<file path="src/hw/rtl/dsc_pkg.sv">
// Shared types and constants for the dictionary segmentation checker.
`timescale 1ns / 1ps

package dsc_pkg;

	localparam int MAX_WORDS    = 512;
	localparam int MAX_WORD_LEN = 8;
	localparam int SYM_W        = 3;
	localparam int ADDR_W       = $clog2(MAX_WORDS);
	localparam int CNT_W        = 10;
	localparam int LEN_W        = 4;
	localparam int HIST_W       = MAX_WORD_LEN * SYM_W;
	localparam int REACH_W      = MAX_WORD_LEN + 1;
	localparam int TOTAL_W      = 32;

	localparam logic [SYM_W-1:0] SYM_MAX     = 3'd4;
	localparam logic             REQ_LOAD    = 1'b0;
	localparam logic             REQ_SYMBOL  = 1'b1;

	typedef struct packed {
		logic              req_type;
		logic [8:0]        word_index;
		logic [LEN_W-1:0]  word_length;
		logic [HIST_W-1:0] word_symbols;
		logic [SYM_W-1:0]  symbol;
		logic              last;
	} req_item_t;

	typedef struct packed {
		logic               pattern_possible;
		logic [TOTAL_W-1:0] possible_total;
	} rsp_item_t;

	typedef struct packed {
		logic [LEN_W-1:0]  len;
		logic [HIST_W-1:0] syms;
	} word_entry_t;

	typedef enum logic [1:0] {
		ST_IDLE,
		ST_WALK,
		ST_FINISH
	} dsc_state_t;

	typedef struct packed {
		logic load;
		logic start;
		logic walk;
		logic finish;
	} dsc_cmd_t;

	typedef struct packed {
		logic walk_done;
		logic last;
		logic out_free;
	} dsc_status_t;

endpackage

</file>
<file path="src/hw/rtl/dsc_ctrl.sv">
// Controller state machine: sequences load, table walk and pattern finish.
`timescale 1ns / 1ps

module dsc_ctrl
	import dsc_pkg::*;
(
	input  logic        clk,
	input  logic        arst_n,
	input  logic        req_valid,
	input  logic        req_type,
	output logic        req_stall,
	input  dsc_status_t status,
	output dsc_cmd_t    cmd
);

	dsc_state_t state_q;
	dsc_state_t state_next;
	logic       accept;

	assign accept = req_valid && !req_stall;

	always_ff @(posedge clk or negedge arst_n) begin
		if (!arst_n) begin
			state_q <= ST_IDLE;
		end else begin
			state_q <= state_next;
		end
	end

	always_comb begin
		state_next = state_q;
		unique case (state_q)
			ST_IDLE: begin
				if (accept && req_type == REQ_SYMBOL) begin
					state_next = ST_WALK;
				end
			end
			ST_WALK: begin
				if (status.walk_done) begin
					state_next = ST_FINISH;
				end
			end
			ST_FINISH: begin
				if (!status.last || status.out_free) begin
					state_next = ST_IDLE;
				end
			end
			default: state_next = ST_IDLE;
		endcase
	end

	always_comb begin
		req_stall = 1'b1;
		cmd       = '0;
		unique case (state_q)
			ST_IDLE: begin
				req_stall = 1'b0;
				cmd.load  = accept && req_type == REQ_LOAD;
				cmd.start = accept && req_type == REQ_SYMBOL;
			end
			ST_WALK: begin
				cmd.walk = !status.walk_done;
			end
			ST_FINISH: begin
				cmd.finish = !status.last || status.out_free;
			end
			default: begin
				req_stall = 1'b1;
			end
		endcase
	end

endmodule

</file>
<file path="config.mk">
export PLATFORM = sky130hd
export DESIGN_NAME = dsc_ctrl
export DESIGN_NICKNAME = d
export VERILOG_FILES = /design/src/hw/rtl/dsc_pkg.sv /design/src/hw/rtl/dsc_ctrl.sv
export SDC_FILE = /design/constraint.sdc
export NUM_CORES = 1
export LEC_CHECK = 0
export BUFFER_PORTS_ARGS = -buffer_cell sky130_fd_sc_hd__buf_4
export CAP_MARGIN = 20
export CELL_PAD_IN_SITES_DETAIL_PLACEMENT = 2
export CELL_PAD_IN_SITES_GLOBAL_PLACEMENT = 2
export CORE_AREA = 4 4 41 43
export CTS_CLUSTER_SIZE = 40
export DETAILED_ROUTE_END_ITERATION = 8
export DIE_AREA = 0 0 45 47
export GPL_ROUTABILITY_DRIVEN = 0
export PLACE_DENSITY_LB_ADDON = 0.1
export SYNTH_ARGS = -nofsm -noshare
export SYNTH_HDL_FRONTEND = slang
export SYNTH_SLANG_ARGS = --single-unit
export TNS_END_PERCENT = 50
</file>
<file path="constraint.sdc">
create_clock -name clk -period 0.8 [get_ports clk]
set_input_delay 0.16 -clock clk [delete_from_list [all_inputs] [get_ports clk]]
set_output_delay 0.16 -clock clk [all_outputs]
set_load 0.01 [all_outputs]
</file>
==> summary.md, run 1 <==
| Metric | Value |
|---|---|
| Crit path launch | state_q[1]$_DFFE_PN0P_ |
| Internal power | 422 uW |
| Initial antenna violation count | 0 |
| Worst skew pair latency | 0.22 ns |
| Die area | 2120 um^2 |
| Clk pwr share | 37.5% |
| Seq/Total Area, Yosys | 39.2% |
| Worst r2r path cells | 2 |
| Max FFs per register | 2 |
| Final period demand of the worst path | 1.25 ns |
| Max clock buf depth | 2 |
| Post-DP Area | 267 um^2 |
| Gate power share | 36.2% |
| Clock Tree Root | clkbuf_4 |
| Worst Tran Pin Value | 0.191 ns |
| TNS Setup | -2.25 ns |
| Max cap viols | 0 |
| Via density | 3.87 |
| DIE HEIGHT | 47 um |
| Synth-to-layout area growth | 150% |
| Clk pin slew, worst setup/hold paths | 0.03 ns |
| CTS Buf Count | 3 |
| Hold path cells | 2 |
| Worst Hold Class | primary input to flop |
| Arr. time, crit path | 1.09 ns |
| Layout net count | 39 |
| Sw Share | 28.5% |
| TritonRoute pass-1 iters | 1 |
| Worst-path maximum fanout | 6 |
| F_max | 799 MHz |
| Final hold vios | 0 |
| Yosys reg bits | 2 |
| ANT cells | 0 |
| Final instance area | 319 um^2 |
| Biggest regs | state_q (2) |
| Net count after synthesis | 20 |
| Syn Area/Cell | 9.82 um^2 |
| Vias in the first global route | 210 |
| Crit Path Category | flop to primary output |
| CP Launch Type | flop |
| Post-route setup slack | -0.451 ns |
| Clk sinks | 2 |
| Ranking of synthesized cells by area | dfrtp_1 39%, nand3b_1 12%, nor3b_2 9.8% |
| All-Layer GR Usage | 5.53% |
| CP Data Required Time | 0.64 ns |
| Initial DRC count | 0 |
| Synth area leader | dfrtp_1 |
| Failing checks | setup timing |
| CTS H-tree depth | 1 |
| Num rows | 13 |
| Max Slew Vio Count | 0 |
| Layout Cells excl Fill | 45 |
| Layout Skew | 0.000512 ns |
| Outcome | finished with violations |
| Warnings from Yosys | 0 |
| Vias | 174 |
| Min Hold Slack | 0.214 ns |
| IO buf count | 11 |
| Peak VDD IR | 823 uV |
| Tot Pwr | 590 uW |
| Worst Setup End Kind | primary output |
| TritonCTS clock tree | built |
| Total grt overflow | 0 |
| Top reg by flops | state_q |
| Hold path start | req_valid |
| Lkg Pwr | 0.148 nW |
| Worst relative slew slack | 87.2% |
| Synthesized cell area | 128 um^2 |
| Placed Cells | 40 |
| Distinct cells, synth | 11 |
| Psw | 168 uW |
| PwrDens | 1850 nW/um^2 |
| Fin crit share | 156% |
| Cells after synthesis | 13 |
| Place WS | -0.276 ns |
| RSZ-0062 raised after global routing | yes |
| Routed WL per cell | 10.8 um |
| Final Setup Violations | 7 |
| Layout cells sized above 1 | 76.7% |
| IO Count | 12 |
| CORE AREA | 1300 um^2 |
| Final Core Density | 24.5% |
| Share of the synthesized area in the top cell type | 39.2% |
| Die X | 45 um |
| Initial Util | 9.81% |
| Antenna Violating Nets Remaining | 0 |
| RR Startpoint | state_q[0]$_DFFE_PN0P_ |
| Global-route wire length before repair | 786 um |
| Part of the power in registers | 26.3% |
| Pin count of the biggest net entering global routing | 7 |
| Drt drc | 0 |
| Routed WL | 486 um |
-- power groups by stage --
stage                     sequential (mW)  combinational (mW)  clock [mW]
after detailed placement            0.152               0.181           0
after global placement              0.152               0.176           0
final                               0.155               0.213       0.222
after floorplan                     0.147              0.0803           0
after CTS                           0.156               0.203       0.242
after global routing                0.159               0.231       0.250
-- layout by cell type (no fill, tap or decap), types with 2 or more instances in the layout --
cell,count
nand3b_1,2
buf_4,11
clkbuf_4,3
dfrtp_2,2
buf_6,2
nor3b_2,2
-- Yosys cell counts --
| library cell | count |
|---|---|
| nor2_1 | 1 |
| inv_1 | 1 |
| nor3b_2 | 1 |
| nor2b_1 | 1 |
| a31o_1 | 1 |
| o21ai_0 | 1 |
| nor4b_1 | 1 |
| dfrtp_1 | 2 |
| and3_1 | 1 |
| nand3b_1 | 2 |
| nor3b_1 | 1 |
-- cell type report --
type	count	area, um^2
flip-flops and latches	2	52.6
clock buffers	3	22.5
fillers	153	982
repair buffers	14	115
well taps	15	18.8
multi-input cells	10	106
inverters	1	3.75
-- worst max-delay path: stages (launching register included) --
cell,delay [ns]
dfrtp_2,0.45
nor2_4,0.14
and3_4,0.18
buf_6,0.09
-- final timing paths --
kind                       slack (ns)                endpoint
min in group asynchronous        0.26  state_q[0]$_DFFE_PN0P_
setup reg to reg                -0.15  state_q[0]$_DFFE_PN0P_
max in group asynchronous        0.44  state_q[1]$_DFFE_PN0P_
hold reg to reg                  0.66  state_q[1]$_DFFE_PN0P_
setup / recovery                -0.45                  cmd[2]
hold / removal                   0.21  state_q[0]$_DFFE_PN0P_
-- kinds of logic (layout without fill, tap and decap cells) --
group / Yosys count / in the layout / share of synthesized area (%)
compound gates: 2 / 2 / 10.8
buf+inv: 1 / 18 / 2.94
flops: 2 / 2 / 39.2
simple gates: 8 / 8 / 47.1
-- per-layer routing --
metal | vias up | track usage [%] | wire length (um)
met1 | 82 | 5.45 | 190
met5 | - | 0 | 0
met2 | 9 | 8.47 | 234
li1 | 83 | - | -
met4 | 0 | 5.26 | 0
met3 | 0 | 2.68 | 62
-- timing repair --
action	CTS	global route
gates resized for setup	4	0
hold buffers	1	0
endpoints found under the hold margin	2	0
pin swaps	4	3
endpoints found under the setup margin	7	7
setup buffers	0	1
(Power assumes the default switching activity.)
==> inputs of run 2 (changes only) <==
CELL_PAD_IN_SITES_DETAIL_PLACEMENT = not set   (was 2)
CELL_PAD_IN_SITES_GLOBAL_PLACEMENT = not set   (was 2)
PLACE_DENSITY_LB_ADDON = not set   (was 0.1)
RECOVER_POWER = 25   (was not set)
==> summary.md, run 2 (synthesis gave the netlist of run 1 again) <==
| Metric | Value |
|---|---|
| Hold path start | req_valid |
| Slowest cell on crit path | dfrtp_2 |
| Delay-heaviest family, CP | flip-flops |
| Antenna Violating Nets Remaining | 0 |
| Routed WL | 472 um |
| Biggest regs | state_q (2) |
| Die X | 45 um |
| Peak VDD IR | 604 uV |
| PwrDens | 1820 nW/um^2 |
| ANT cells | 0 |
| Initial Util | 9.81% |
| F_max | 797 MHz |
| RR Startpoint | state_q[0]$_DFFE_PN0P_ |
| Synth-to-layout area growth | 141% |
| Hold Crit Endpoint | state_q[0]$_DFFE_PN0P_ |
| Layout Cells excl Fill | 44 |
| Num rows | 13 |
| Placed Cells | 40 |
| Most frequent cells in the layout | 9 x buf_4, 3 x clkbuf_4 |
| RSZ-0062 raised after global routing | yes |
| Worst r2r path cells | 2 |
| Worst relative slew slack | 88.1% |
| Layout net count | 38 |
| Reg-to-reg critical path endpoint | state_q[0]$_DFFE_PN0P_ |
| Clk pin slew, worst setup/hold paths | 0.03 ns |
| Total grt overflow | 0 |
| Max FFs per register | 2 |
| Layout cells sized above 1 | 72.4% |
| Post-route setup slack | -0.454 ns |
| Failing checks | setup timing |
| Max Slew Vio Count | 0 |
| Worst Tran Pin Value | 0.177 ns |
| Crit Path Category | flop to primary output |
| Drt drc | 0 |
| Final hold vios | 0 |
| IO Count | 12 |
| Worst path cell trace | nor4b_4 > buf_4 |
| Layout Skew | 0.000757 ns |
| CORE AREA | 1300 um^2 |
| Max clock buf depth | 2 |
| Worst skew pair latency | 0.22 ns |
| Top reg by flops | state_q |
| Max cap viols | 0 |
| Hold path cells | 2 |
| Via density | 3.86 |
| All-Layer GR Usage | 5.92% |
| Final Core Density | 23.7% |
| IO buf count | 11 |
| Final Setup Violations | 7 |
| Worst-path maximum fanout | 5 |
| TritonRoute pass-1 iters | 1 |
| Detail Placement HPWL | 410 um |
| WP buf/inv | 1 |
| Clk sinks | 2 |
| Fin crit share | 157% |
| Die area | 2120 um^2 |
| Outcome | finished with violations |
| Pin count of the biggest net entering global routing | 7 |
| Vias in the first global route | 197 |
| Routed WL per cell | 10.7 um |
| Place WS | -0.248 ns |
| R2r setup slk | -0.16 ns |
| Arr. time, crit path | 1.09 ns |
| Final period demand of the worst path | 1.25 ns |
| Critical Path Max Stage Delay | 0.45 ns |
| Most common cell after layout, fill and taps aside | buf_4 |
| Tot Pwr | 560 uW |
| Worst Setup End Kind | primary output |
| Vias | 170 |
| TritonCTS clock tree | built |
| Lkg Pwr | 0.139 nW |
| Initial antenna violation count | 0 |
| CP Launch Type | flop |
| Worst Hold Class | primary input to flop |
| CP Data Required Time | 0.64 ns |
| CTS Buf Count | 3 |
| Clock Tree Root | clkbuf_4 |
| DIE HEIGHT | 47 um |
| CTS H-tree depth | 1 |
| Global-route wire length before repair | 848 um |
| Initial DRC count | 0 |
## run 2: timing repair
action	4_1_cts	5_1_grt
pin swaps	3	1
setup endpoints to repair	7	7
hold buffers	1	0
setup buffers	0	0
endpoints found under the hold margin	2	0
gates resized for setup	3	0
## run 2: where the power goes
group	leakage, nW	switching [mW]	internal [mW]
combinational	0.102	0.0696	0.119
clock	0.0138	0.0497	0.165
sequential	0.0235	0.0375	0.119
## run 2: layout make-up
class	count	area, um^2
multi-input combinational	10	106
clock buffer	3	22.5
sequential	2	52.6
fill	148	993
inverter	1	3.75
tap	15	18.8
timing repair buffer	13	104
## run 2: worst max-delay path by stage
stage / from / end / slack (ns) / depth (start not counted)
6_report: state_q[1]$_DFFE_PN0P_ / cmd[3] / -0.45 / 2
5_1_grt: state_q[1]$_DFFE_PN0P_ / cmd[3] / -0.49 / 2
4_1_cts: state_q[1]$_DFFE_PN0P_ / cmd[2] / -0.45 / 3
3_5_place_dp: state_q[1]$_DFFE_PN0P_ / cmd[2] / -0.25 / 3
3_3_place_gp: state_q[1]$_DFFE_PN0P_ / cmd[2] / -0.24 / 3
2_1_floorplan: state_q[1]$_DFFE_PN0P_ / cmd[2] / -0.12 / 2
## run 2: through the flow
| step | cell area, um^2 | setup TNS (ns) | hold WS (ns) |
|---|---|---|---|
| after floorplan | 158 | -0.464 | -0.136 |
| after global placement | 267 | -1.11 | -0.0524 |
| after detailed placement | 267 | -1.15 | -0.0533 |
| after CTS | 312 | -2.30 | 0.210 |
| after global routing | 308 | -2.64 | 0.226 |
| final | 308 | -2.25 | 0.212 |
## run 2: routing by layer
metal	share of wire, %	track usage [%]	vias up
met3	15	3.45	0
met1	46	7.27	77
met5	0	0	-
met2	38	7.91	11
met4	0	3.51	0
li1	-	-	82
